$ cat src/hw/rtl/ili_pkg.sv
`default_nettype none

package ili_pkg;

    // Port widths fixed by the interface
    localparam int CMD_BITS  = 2;
    localparam int TIME_BITS = 64;
    localparam int KIND_BITS = 3;

    // Input commands
    typedef enum logic [CMD_BITS-1:0] {
        CMD_LOAD   = 2'd0,
        CMD_CLEAR  = 2'd1,
        CMD_REFINE = 2'd2,
        CMD_END    = 2'd3
    } cmd_t;

    // Result kinds
    typedef enum logic [KIND_BITS-1:0] {
        KIND_INTERSECT = 3'd0,
        KIND_PASS      = 3'd1,
        KIND_END_OK    = 3'd2,
        KIND_END_NONE  = 3'd3,
        KIND_LOAD_FULL = 3'd4
    } kind_t;

    // Controller to datapath
    typedef struct packed {
        logic accept;   // input beat taken this cycle
        logic issue;    // read the next table entry
        logic flush;    // walk finished, release held result
    } ctrl_cmd_t;

    // Datapath to controller
    typedef struct packed {
        logic cnt_zero;     // table empty
        logic addr_last;    // current read address is the last entry
        logic pipe_empty;   // no table entry in flight
    } dp_stat_t;

endpackage

`default_nettype wire

$ cat src/hw/rtl/ili_ctrl.sv
`default_nettype none

module ili_ctrl (
    input  wire logic                          clk,
    input  wire logic                          rst_n,
    input  wire logic                          start,
    input  wire logic [ili_pkg::CMD_BITS-1:0]  command,
    input  wire ili_pkg::dp_stat_t             stat,
    output logic                               busy,
    output ili_pkg::ctrl_cmd_t                 ctrl
);

    import ili_pkg::*;

    typedef enum logic [2:0] {
        ST_IDLE  = 3'b001,
        ST_WALK  = 3'b010,
        ST_DRAIN = 3'b100
    } state_t;

    state_t state_reg, state_next;

    // Next state and datapath commands
    always_comb
    begin
        state_next   = state_reg;
        ctrl.accept  = 1'b0;
        ctrl.issue   = 1'b0;
        ctrl.flush   = 1'b0;
        busy         = 1'b1;
        unique case (state_reg)
            ST_IDLE:
            begin
                busy        = 1'b0;
                ctrl.accept = start;
                if (start && (cmd_t'(command) == CMD_REFINE) && !stat.cnt_zero)
                begin
                    state_next = ST_WALK;
                end
            end
            ST_WALK:
            begin
                ctrl.issue = 1'b1;
                if (stat.addr_last)
                begin
                    state_next = ST_DRAIN;
                end
            end
            ST_DRAIN:
            begin
                if (stat.pipe_empty)
                begin
                    ctrl.flush = 1'b1;
                    state_next = ST_IDLE;
                end
            end
            default:
            begin
                state_next = ST_IDLE;
            end
        endcase
    end

    always_ff @(posedge clk or negedge rst_n)
    begin
        if (!rst_n)
        begin
            state_reg <= ST_IDLE;
        end
        else
        begin
            state_reg <= state_next;
        end
    end

endmodule

`default_nettype wire

$ cat config.mk
export PLATFORM = sky130hd
export DESIGN_NAME = ili_ctrl
export DESIGN_NICKNAME = d
export VERILOG_FILES = /design/src/hw/rtl/ili_pkg.sv /design/src/hw/rtl/ili_ctrl.sv
export SDC_FILE = /design/constraint.sdc
export NUM_CORES = 1
export LEC_CHECK = 0
export ABC_CLOCK_PERIOD_IN_PS = 2400
export BUFFER_PORTS_ARGS = -buffer_cell sky130_fd_sc_hd__buf_4
export CAP_MARGIN = 10
export CORE_AREA = 2 2 39 41
export DETAILED_ROUTE_END_ITERATION = 7
export DIE_AREA = 0 0 41 43
export GPL_TIMING_DRIVEN = 0
export SLEW_MARGIN = 20
export SYNTH_ARGS = -nofsm -noshare
export SYNTH_HDL_FRONTEND = slang
export SYNTH_SLANG_ARGS = --single-unit
$ cat constraint.sdc
create_clock -name clk -period 2.4 [get_ports clk]
set_input_delay 0.48 -clock clk [delete_from_list [all_inputs] [get_ports clk]]
set_output_delay 0.48 -clock clk [all_outputs]
set_load 0.01 [all_outputs]
# Yosys cells after proc, flatten, opt, wreduce, memory -nomap -nowiden
# Index checks and enable logic that the tools add are counted.
[word_totals]
register_bits = 3
elab_cells = 21
[classes]
eq_ne = 7
n_mux = 9
n_reduce_logical = 4
[ops]
columns = ["cell", "count"]
rows = [
  ["2-to-1 mux 3 bit", 3],
  ["one-hot mux 3 bit (3 select lines)", 1],
  ["!= test 2 bit (second input constant)", 3],
  ["2-to-1 mux 1 bit", 5],
  ["== test 3 x 1 -> 1 bit (second input constant)", 1],
  ["== test 3 x 2 -> 1 bit (second input constant)", 1],
  ["== test 3 bit (second input constant)", 1],
  ["AND reduction 3 bit", 1],
  ["== test 2 bit (second input constant)", 1],
  ["logical AND 1 bit", 2],
  ["logical NOT 1 bit", 1],
]

# Longest topological paths before layout
# Gate-level depths: netlist of run 1.
[depth]
ltp_word = 5
depth_mapped = 3
mapped_depth_nobuf = 3

# Worst setup path before layout of run 1
# No wires, ideal clock.
[synth_timing]
path_kind = "flip-flop to output port"
from = "register state_reg[0]"
to = "output ctrl[2] (netlist name)"
arrival_ns = 0.993
setup_slack_ns = 0.927
stages_incl_launch_ff = 3
n_path_buf = 0
path_cell_list = "dfstp_2 > nor3b_1 > and2_1"
[synth_lines]
columns = ["element", "line", "text"]
rows = [
  ["from (decl)", "ili_ctrl.sv:21", "state_t state_reg, state_next;"],
  ["from (signal assigned)", "ili_ctrl.sv:72", "state_reg <= state_next;"],
  ["to (decl)", "ili_ctrl.sv:10", "output ili_pkg::ctrl_cmd_t ctrl"],
]

==> impl_metrics.json, run 1 <==
{
  "status": "finished, final reports clean",
  "setup.worst_path.class": "reg2out",
  "final_design_area_no_fill_um2": 293,
  "worst_vdd_rail_ir_drop_mv": 0.168,
  "post_dp_cell_area_um2": 267,
  "post_route_wl_um": 410,
  "drt_first_pass_iters": 2,
  "worstSkewPairLatency_ps": 230,
  "worst-path-max-fanout": 5,
  "portBuffers": 11,
  "hpwlAfterDp_um": 306,
  "antenna_found_initial": 0,
  "timing.critical_path.to_type": "primary output",
  "yosysUniqueCellTypes": 14,
  "yosysSeqAreaShare_pct": 46.6,
  "insertedDiodeCount": 0,
  "period_needed_ps": 1840,
  "placement_rows": 14,
  "routabilityCongestion": 0.599,
  "drv_cap": 0,
  "sw_share_pct": 20.5,
  "setup_slack_ps": 557,
  "clock-skew-final_ps": 0.497,
  "pwr-share-comb_pct": 11.7,
  "rsz0062_at_grt": "no",
  "first_global_vias": 195,
  "fp.dieArea_mm2": 0.00176,
  "timing.fmax_mhz": 543,
  "fp.coreArea_mm2": 0.00138,
  "cts.htree.levels": 1,
  "postSynthRegisterBits": 3,
  "setup-tns-final_ps": 0,
  "boundaryPins": 12,
  "die_x_um": 41,
  "final_max_slew_viol_count": 0,
  "instances_no_fill": 51,
  "power.share.clock_pct": 54.6,
  "syn-num-nets": 28,
  "powerDensity_mw_per_mm2": 544,
  "cts-hold-fix-buffers": 0,
  "synth-warning-count": 0,
  "p_total_uw": 159,
  "post_drt_wl_per_cell_um": 8.04,
  "track_usage_pct": 7.65,
  "clk_pin_slew_worst_paths_ps": 40,
  "largest_register_ff_count": 3,
  "synth.avg_cell_area_um2": 8.20,
  "max-slew-margin-rel_pct": 79.6,
  "drtAntennaViolNets": 0,
  "initial_standard_cell_utilization_of_the_core_pct": 11.8,
  "placed_cells_incl_taps": 47,
  "initialDrtViolationCount": 5,
  "grt_overflow": 0,
  "tritoncts": "yes",
  "cts_setup_buffers": 0,
  "final_min_period_over_clock_period_pct": 76.8,
  "remaining_drc_errors": 0,
  "design.final.nets": 44,
  "critical_path.startpoint_type": "flop",
  "netSwitchingPower_uw": 32.6,
  "worstHoldPathType": "in2async",
  "cts.sinks": 3,
  "die-height_um": 43,
  "drt-vias-per-instance": 3.69,
  "flow.area_growth_from_synthesis_pct": 78.6,
  "syn-instance-count": 20,
  "static-leakage-power_nw": 0.145,
  "number_of_clock_buffers_inserted_by_tritoncts": 3,
  "seq_power_share_pct": 33.7,
  "detailroute.via_count": 188,
  "clock_tree.buffer_depth": 2,
  "worst-endpoint-required_ps": 1920,
  "tightestPinTransition_ps": 306,
  "post_cts_resized": 0,
  "worstPathArrival_ps": 1360,
  "cts_root_buffer": "sky130_fd_sc_hd__clkbuf_4",
  "mapped_area_um2": 164,
  "setup-violations-final": 0,
  "final_layout_size_suffix_gt1_share_pct": 45.7,
  "grt_max_degree": 7,
  "place_ws_ps": 788,
  "internal_power_uw": 127,
  "first_pass_grt_wire_length_um": 765,
  "hold_viol": 0
}
-- layout make-up --
type / instances / area [um2]
fillers: 153 / 1090
repair buffers: 11 / 82.6
flip-flops and latches: 3 / 76.3
multi-input cells: 14 / 76.3
clock buffers: 4 / 26.3
well taps: 16 / 20.0
inverters: 3 / 11.3
-- per-stage QoR --
stage	hold WS (ps)	util (%)
final	31.2	21.2
after global routing	22.4	21.2
after CTS	22.3	21.2
after detailed placement	271	19.3
after global placement	270	19.3
after floorplan	184	-
-- power groups by stage --
stage | Sequential [mW] | Combinational, mW | Clock (mW)
floorplan | 0.0539 | 0.00511 | 0
global placement | 0.0541 | 0.0189 | 0
detailed placement | 0.0542 | 0.0189 | 0
CTS | 0.0536 | 0.0190 | 0.0920
global route | 0.0538 | 0.0211 | 0.0944
finish | 0.0536 | 0.0186 | 0.0869
-- layout by cell type (no fill, tap or decap) --
cell and count:
sky130_fd_sc_hd__clkbuf_1 1, sky130_fd_sc_hd__nor3_1 1, sky130_fd_sc_hd__and3_1 1, sky130_fd_sc_hd__nand4_1 1, sky130_fd_sc_hd__buf_4 11, sky130_fd_sc_hd__a31oi_1 1
sky130_fd_sc_hd__dfstp_2 1, sky130_fd_sc_hd__clkbuf_4 3, sky130_fd_sc_hd__or4_1 1, sky130_fd_sc_hd__inv_2 1, sky130_fd_sc_hd__and2_1 1, sky130_fd_sc_hd__nor3b_1 2
sky130_fd_sc_hd__inv_1 2, sky130_fd_sc_hd__nand2_1 2, sky130_fd_sc_hd__o21ai_0 1, sky130_fd_sc_hd__dfrtp_1 2, sky130_fd_sc_hd__nor2_1 3
-- routing by layer --
layer	share of wire, %	global-route usage [%]
met1	40	8.44
met2	45	7.19
met3	8.3	3.14
met4	6.6	14.0
met5	0	0
-- logic make-up after synthesis --
kind of cell / after synthesis / synth area share, %
flops: 3 / 46.6
compound gates: 2 / 6.87
simple gates: 12 / 39.7
buf+inv: 3 / 6.87
-- synth_stat cells --
cell / instances / area share [%]
sky130_fd_sc_hd__and3_1: 1 / 3.8
sky130_fd_sc_hd__nand2_1: 2 / 4.6
sky130_fd_sc_hd__o21ai_0: 1 / 3.1
sky130_fd_sc_hd__a31oi_1: 1 / 3.8
sky130_fd_sc_hd__nor3_1: 1 / 3.1
sky130_fd_sc_hd__and2_1: 1 / 3.8
sky130_fd_sc_hd__nand4_1: 1 / 3.8
sky130_fd_sc_hd__nor2_1: 3 / 6.9
sky130_fd_sc_hd__inv_1: 2 / 4.6
sky130_fd_sc_hd__nor3b_1: 2 / 9.2
sky130_fd_sc_hd__dfrtp_1: 2 / 31
sky130_fd_sc_hd__or4_1: 1 / 4.6
sky130_fd_sc_hd__dfstp_2: 1 / 16
sky130_fd_sc_hd__inv_2: 1 / 2.3
-- final timing paths --
path | from | to | slack [ps] | cells after the start
max in group asynchronous | rst_n | state_reg[0] | 2180 | 1
max reg2reg | state_reg[0] | state_reg[0] | 1150 | 3
max | state_reg[0] | ctrl[2] | 560 | 3
min | rst_n | state_reg[2] | 30 | 1
min reg2reg | state_reg[0] | state_reg[2] | 520 | 1
min in group clk | stat[1] | state_reg[1] | 480 | 2
-- critical path, stage by stage, from the launching register on --
cell and delay [ps]:
sky130_fd_sc_hd__dfstp_2 550, sky130_fd_sc_hd__nor3b_1 300, sky130_fd_sc_hd__and2_1 180, sky130_fd_sc_hd__buf_4 110
Note: power is estimated with default switching activity, not from simulation.
==> run 2, diff against run 1 <==
--- a/config.mk
+++ b/config.mk
@@ -5,7 +5,7 @@
 export SDC_FILE = /design/constraint.sdc
 export NUM_CORES = 1
 export LEC_CHECK = 0
-export ABC_CLOCK_PERIOD_IN_PS = 2400
+export ABC_CLOCK_PERIOD_IN_PS = 1600
 export BUFFER_PORTS_ARGS = -buffer_cell sky130_fd_sc_hd__buf_4
 export CAP_MARGIN = 10
 export CORE_AREA = 2 2 39 41
==> constraint.sdc (replaced) <==
create_clock -name clk -period 1.6 [get_ports clk]
set_input_delay 0.32 -clock clk [delete_from_list [all_inputs] [get_ports clk]]
set_output_delay 0.32 -clock clk [all_outputs]
set_load 0.01 [all_outputs]
==> run 2 against run 1 <==
- total power increased by 56%
- final cell count grew 3.9%
- flip-flop and latch count is the same
- cell area is 12% higher
- die area is the same
- non-clock buffer count grew 2
- worst setup slack got worse by 530 ps
- sequential power rose by 51%
- sequential share of layout area is 2.8 points lower
- count of clock-buffer cells in the layout unchanged
- critical path type unchanged
- largest power group unchanged
- highest routed layer unchanged
==> impl_metrics.json, run 2 (synthesis results as in run 1) <==
{
  "setup.worst_path.class": "reg2out",
  "post_route_wl_um": 435,
  "design.final.nets": 46,
  "hpwlAfterDp_um": 306,
  "timing.reg2reg.worst_path_depth": 4,
  "track_usage_pct": 7.65,
  "routabilityCongestion": 0.599,
  "critical-path-slowest-cell": "sky130_fd_sc_hd__dfstp_2",
  "critical_path.max_stage_delay_ps": 550,
  "timing.fmax_mhz": 635,
  "cts_root_buffer": "sky130_fd_sc_hd__clkbuf_4",
  "layout.cells.most_common_list": "sky130_fd_sc_hd__buf_4 (11), sky130_fd_sc_hd__nor2_1 (3), sky130_fd_sc_hd__clkbuf_4 (3)",
  "boundaryPins": 12,
  "destination_of_the_worst_register_to_register_timing_path": "state_reg[0]",
  "path_delay_family": "flip-flops",
  "number_of_clock_buffers_inserted_by_tritoncts": 3,
  "min_path_cells": 2,
  "cts.htree.levels": 1,
  "multiInputGateArea_um2": 90.1,
  "r2r_start": "state_reg[0]",
  "tightestPinTransition_ps": 221,
  "initialDrtViolationCount": 3,
  "clock-skew-final_ps": 0.532,
  "max-slew-margin-rel_pct": 85.3,
  "drv_cap": 0,
  "worst-endpoint-required_ps": 1280,
  "final_layout_size_suffix_gt1_share_pct": 51.4,
  "largest_register_ff_count": 3,
  "final_min_period_over_clock_period_pct": 98.5,
  "initial_standard_cell_utilization_of_the_core_pct": 11.8,
  "first_global_vias": 195,
  "fp.dieArea_mm2": 0.00176,
  "post_drt_wl_per_cell_um": 8.21,
  "placement_rows": 14,
  "fp.coreArea_mm2": 0.00138,
  "setup-violations-final": 0,
  "worst_vdd_rail_ir_drop_mv": 0.257,
  "critical_path_buf_inv_count": 1,
  "clock_tree.buffer_depth": 2,
  "remaining_drc_errors": 0,
  "instances_no_fill": 53,
  "portBuffers": 11,
  "timing.critical_path.to_type": "primary output",
  "grt_overflow": 0,
  "worstHoldPathType": "in2reg",
  "detailroute.via_count": 191,
  "drtAntennaViolNets": 0,
  "status": "finished, final reports clean",
  "drt-vias-per-instance": 3.60,
  "worstSkewPairLatency_ps": 230,
  "worstPathArrival_ps": 1260,
  "drt_first_pass_iters": 4,
  "clk_pin_slew_worst_paths_ps": 40,
  "die_x_um": 41,
  "min-delay-start": "stat[1]",
  "layout_commonest_cell": "sky130_fd_sc_hd__buf_4",
  "die-height_um": 43,
  "timing.critical_path.cells": "nor3b_4 > and2_4 > buf_6",
  "final_util_pct": 23.7,
  "finalHoldWorstSlack_ps": 316,
  "placed_cells_incl_taps": 47,
  "hold_viol": 0,
  "static-leakage-power_nw": 0.164,
  "setup.reg_to_reg.worst_slack_ps": 360,
  "num-fill-cells": 151,
  "first_pass_grt_wire_length_um": 765,
  "final_max_slew_viol_count": 0,
  "period_needed_ps": 1580,
  "setup-tns-final_ps": 0,
  "worst-path-max-fanout": 5,
  "rsz0062_at_grt": "yes",
  "critical_path.startpoint_type": "flop",
  "insertedDiodeCount": 0,
  "tritoncts": "yes",
  "flow.area_growth_from_synthesis_pct": 100,
  "register_area_um2": 76.3,
  "grt_max_degree": 7,
  "powerDensity_mw_per_mm2": 757,
  "antenna_found_initial": 0,
  "cts.sinks": 3,
  "min_delay_worst_endpoint": "state_reg[1]"
}
## run 2: cell count changes in the layout (fill, tap and decap cells not counted), sizes merged
cell / change
dlygate4sd3: +1
buf: +1
## run 2: where the power goes
| part | internal [mW] | switching [mW] | total (mW) |
|---|---|---|---|
| registers | 0.0785 | 0.00236 | 0.0809 |
| logic | 0.0253 | 0.0114 | 0.0367 |
| clock network | 0.0933 | 0.0372 | 0.131 |
| total | 0.197 | 0.0509 | 0.248 |
## run 2: worst max path at each step
stage | end | start | slack, ps | cells past startpoint
floorplan | ctrl[2] | state_reg[0] | 290 | 2
global placement | ctrl[2] | state_reg[0] | 150 | 3
detailed placement | ctrl[2] | state_reg[0] | 150 | 3
CTS | ctrl[2] | state_reg[0] | 1 | 3
global route | ctrl[2] | state_reg[0] | -40 | 3
finish | ctrl[2] | state_reg[0] | 20 | 3
## run 2: repair_timing
item,CTS,global route
setup endpoints to repair,2,2
buffers inserted,0,1
hold buffers,1,0
pin swaps,0,1
endpoints found under the hold margin,2,0
resized for setup,1,3
## run 2: layout make-up
cell class,count,area share [%]
clock buffers,4,8.02
inverters,3,3.44
multi-input cells,14,27.5
flip-flops and latches,3,23.3
well taps,16,6.11
repair buffers,13,31.7
## run 2: through the flow
step | worst slack, ps | area (um2) | total power, mW
finish | 24.4 | 328 | 0.248
global route | -44.7 | 328 | 0.263
global placement | 149 | 267 | 0.109
detailed placement | 148 | 267 | 0.110
floorplan | 287 | 164 | 0.0885
CTS | 1.43 | 308 | 0.249
## run 2: per-layer routing
metal,share of wire [%],track usage [%]
met1,42,8.44
met2,44,7.19
met3,7.8,3.14
met4,6.2,14.0
met5,0,0
## run 2: worst reg2reg max path: stages (launching register included)
cell and delay (ps):
sky130_fd_sc_hd__dfstp_2 550, sky130_fd_sc_hd__nor3b_4 210, sky130_fd_sc_hd__buf_4 140, sky130_fd_sc_hd__nand4_1 100
sky130_fd_sc_hd__and3_1 170
==> run 3, diff against run 2 <==
--- a/config.mk
+++ b/config.mk
@@ -5,7 +5,7 @@
 export SDC_FILE = /design/constraint.sdc
 export NUM_CORES = 1
 export LEC_CHECK = 0
-export ABC_CLOCK_PERIOD_IN_PS = 1600
+export ABC_CLOCK_PERIOD_IN_PS = 1750
 export BUFFER_PORTS_ARGS = -buffer_cell sky130_fd_sc_hd__buf_4
 export CAP_MARGIN = 10
 export CORE_AREA = 2 2 39 41
==> constraint.sdc (replaced) <==
create_clock -name clk -period 1.75 [get_ports clk]
set_input_delay 0.35 -clock clk [delete_from_list [all_inputs] [get_ports clk]]
set_output_delay 0.35 -clock clk [all_outputs]
set_load 0.01 [all_outputs]
==> run 3 against run 2 <==
- total power down 11%
- clock skew about the same
- via count up 2.6%
- clock power down 9%
- worst setup slack better by 120 ps
- sequential share of layout area up 1.5 points
- wire length down 4.1%
==> impl_metrics.json, run 3 (synthesis results as in run 1) <==
{
  "place_ws_ps": 268,
  "setup-violations-final": 0,
  "die-height_um": 43,
  "status": "finished, final reports clean",
  "design.final.nets": 45,
  "worst-endpoint-required_ps": 1400,
  "worstHoldPathType": "in2reg",
  "max-slew-margin-rel_pct": 87.0,
  "pwr-share-comb_pct": 12.6,
  "layout.cells.most_common_list": "sky130_fd_sc_hd__buf_4 (11), sky130_fd_sc_hd__nor2_1 (3), sky130_fd_sc_hd__clkbuf_4 (3)",
  "cts_root_buffer": "sky130_fd_sc_hd__clkbuf_4",
  "period_needed_ps": 1610,
  "min_path_cells": 2,
  "final_util_pct": 22.2,
  "tritoncts": "yes",
  "worst-path-max-fanout": 5,
  "detailroute.via_count": 196,
  "seq_power_share_pct": 33.3,
  "final_layout_size_suffix_gt1_share_pct": 47.2,
  "grt_overflow": 0,
  "rsz0062_at_grt": "no",
  "drt-vias-per-instance": 3.77,
  "static-leakage-power_nw": 0.152,
  "cts_setup_buffers": 0,
  "first_global_vias": 195,
  "final_max_slew_viol_count": 0,
  "largest_register_ff_count": 3,
  "timing.critical_path.to_type": "primary output",
  "critical-path-slowest-cell": "sky130_fd_sc_hd__dfstp_2",
  "layout_commonest_cell": "sky130_fd_sc_hd__buf_4",
  "insertedDiodeCount": 0,
  "critical_path.max_stage_delay_ps": 550,
  "initialDrtViolationCount": 6,
  "remaining_drc_errors": 0,
  "number_of_clock_buffers_inserted_by_tritoncts": 3,
  "cts.htree.levels": 1,
  "critical_path.startpoint_type": "flop",
  "timing.critical_path.cells": "nor3b_2 > and2_1 > buf_4",
  "powerDensity_mw_per_mm2": 717,
  "timing.fmax_mhz": 622,
  "fp.coreArea_mm2": 0.00138,
  "antenna_found_initial": 0,
  "tightestPinTransition_ps": 194,
  "power.share.clock_pct": 54.1,
  "flow.area_growth_from_synthesis_pct": 87.8,
  "timing.reg2reg.worst_path_depth": 2,
  "setup_slack_ps": 141,
  "final_min_period_over_clock_period_pct": 91.9,
  "clock-skew-final_ps": 0.539,
  "drv_cap": 0,
  "num-fill-cells": 151,
  "initial_standard_cell_utilization_of_the_core_pct": 11.8,
  "routabilityCongestion": 0.599,
  "worst_vdd_rail_ir_drop_mv": 0.234,
  "finalHoldWorstSlack_ps": 346,
  "worstSkewPairLatency_ps": 230,
  "cts.sinks": 3,
  "clk_pin_slew_worst_paths_ps": 40,
  "placement_rows": 14,
  "track_usage_pct": 7.65,
  "hpwlAfterDp_um": 306,
  "die_x_um": 41,
  "fp.dieArea_mm2": 0.00176,
  "worstPathArrival_ps": 1260,
  "internal_power_uw": 175,
  "boundaryPins": 12,
  "sw_share_pct": 20.5,
  "portBuffers": 11,
  "clock_tree.buffer_depth": 2,
  "netSwitchingPower_uw": 45.4,
  "post_route_wl_um": 417,
  "hold_viol": 0,
  "setup.worst_path.class": "reg2out",
  "drtAntennaViolNets": 0,
  "first_pass_grt_wire_length_um": 765,
  "drt_first_pass_iters": 4,
  "grt_max_degree": 7,
  "post_drt_wl_per_cell_um": 8.02,
  "setup-tns-final_ps": 0
}
==> run 3: cell types whose count changed in the layout (fill, tap and decap cells not counted), sizes merged <==
cell,previous run,this run
buf,12,11
==> run 3: repair_timing <==
item	in CTS	in global routing
endpoints found under the hold margin	2	0
hold buffers	1	0
resized for setup	0	1
endpoints found under the setup margin	0	2
==> run 3: stage by stage <==
| stage | power (mW) | instance area [um2] | cells |
|---|---|---|---|
| 2_1_floorplan | 0.0809 | 164 | 20 |
| 3_3_place_gp | 0.100 | 267 | 47 |
| 3_5_place_dp | 0.100 | 267 | 47 |
| 4_1_cts | 0.227 | 303 | 52 |
| 5_1_grt | 0.235 | 308 | 52 |
| 6_report | 0.221 | 308 | 52 |
==> run 3: worst paths after layout <==
path | startpoint | slack [ps] | to
worst max register to register | state_reg[1] | 540 | state_reg[0]
max in group asynchronous | rst_n | 1120 | state_reg[0]
worst max-delay path | state_reg[0] | 140 | ctrl[2]
worst min-delay path | stat[1] | 350 | state_reg[1]
min in group asynchronous | rst_n | 450 | state_reg[1]
worst min register to register | state_reg[0] | 520 | state_reg[2]
==> run 3: power groups by stage <==
stage                     registers (mW)  clock network, mW  logic [mW]
after floorplan                   0.0739                  0     0.00700
after global placement            0.0742                  0      0.0259
after detailed placement          0.0743                  0      0.0260
after CTS                         0.0735              0.126      0.0278
after global routing              0.0739              0.130      0.0313
final                             0.0736              0.119      0.0278
==> run 3: cell type report <==
| cell class | instances | area (um2) | area share, % |
|---|---|---|---|
| Timing Repair Buffer | 12 | 92.6 | 30.1 |
| Multi-Input combinational cell | 14 | 81.3 | 26.4 |
| Sequential cell | 3 | 76.3 | 24.8 |
| Inverter | 3 | 11.3 | 3.66 |
| Clock buffer | 4 | 26.3 | 8.54 |
| Tap cell | 16 | 20.0 | 6.50 |
==> run 3: worst max-delay path: cells and delay by family, from the launching register on <==
kind / cells / cell delay (ps)
simple gates: 2 / 370
buf+inv: 1 / 110
flops: 1 / 550
==> run 3: layer usage <==
metal  vias to the layer above  global-route usage, %  routed length, um
met5                         -                      0                  0
met2                        10                   7.19                185
met3                         2                   3.14                 43
li1                        100                      -                  -
met4                         0                   14.0                 27
met1                        84                   8.44                161
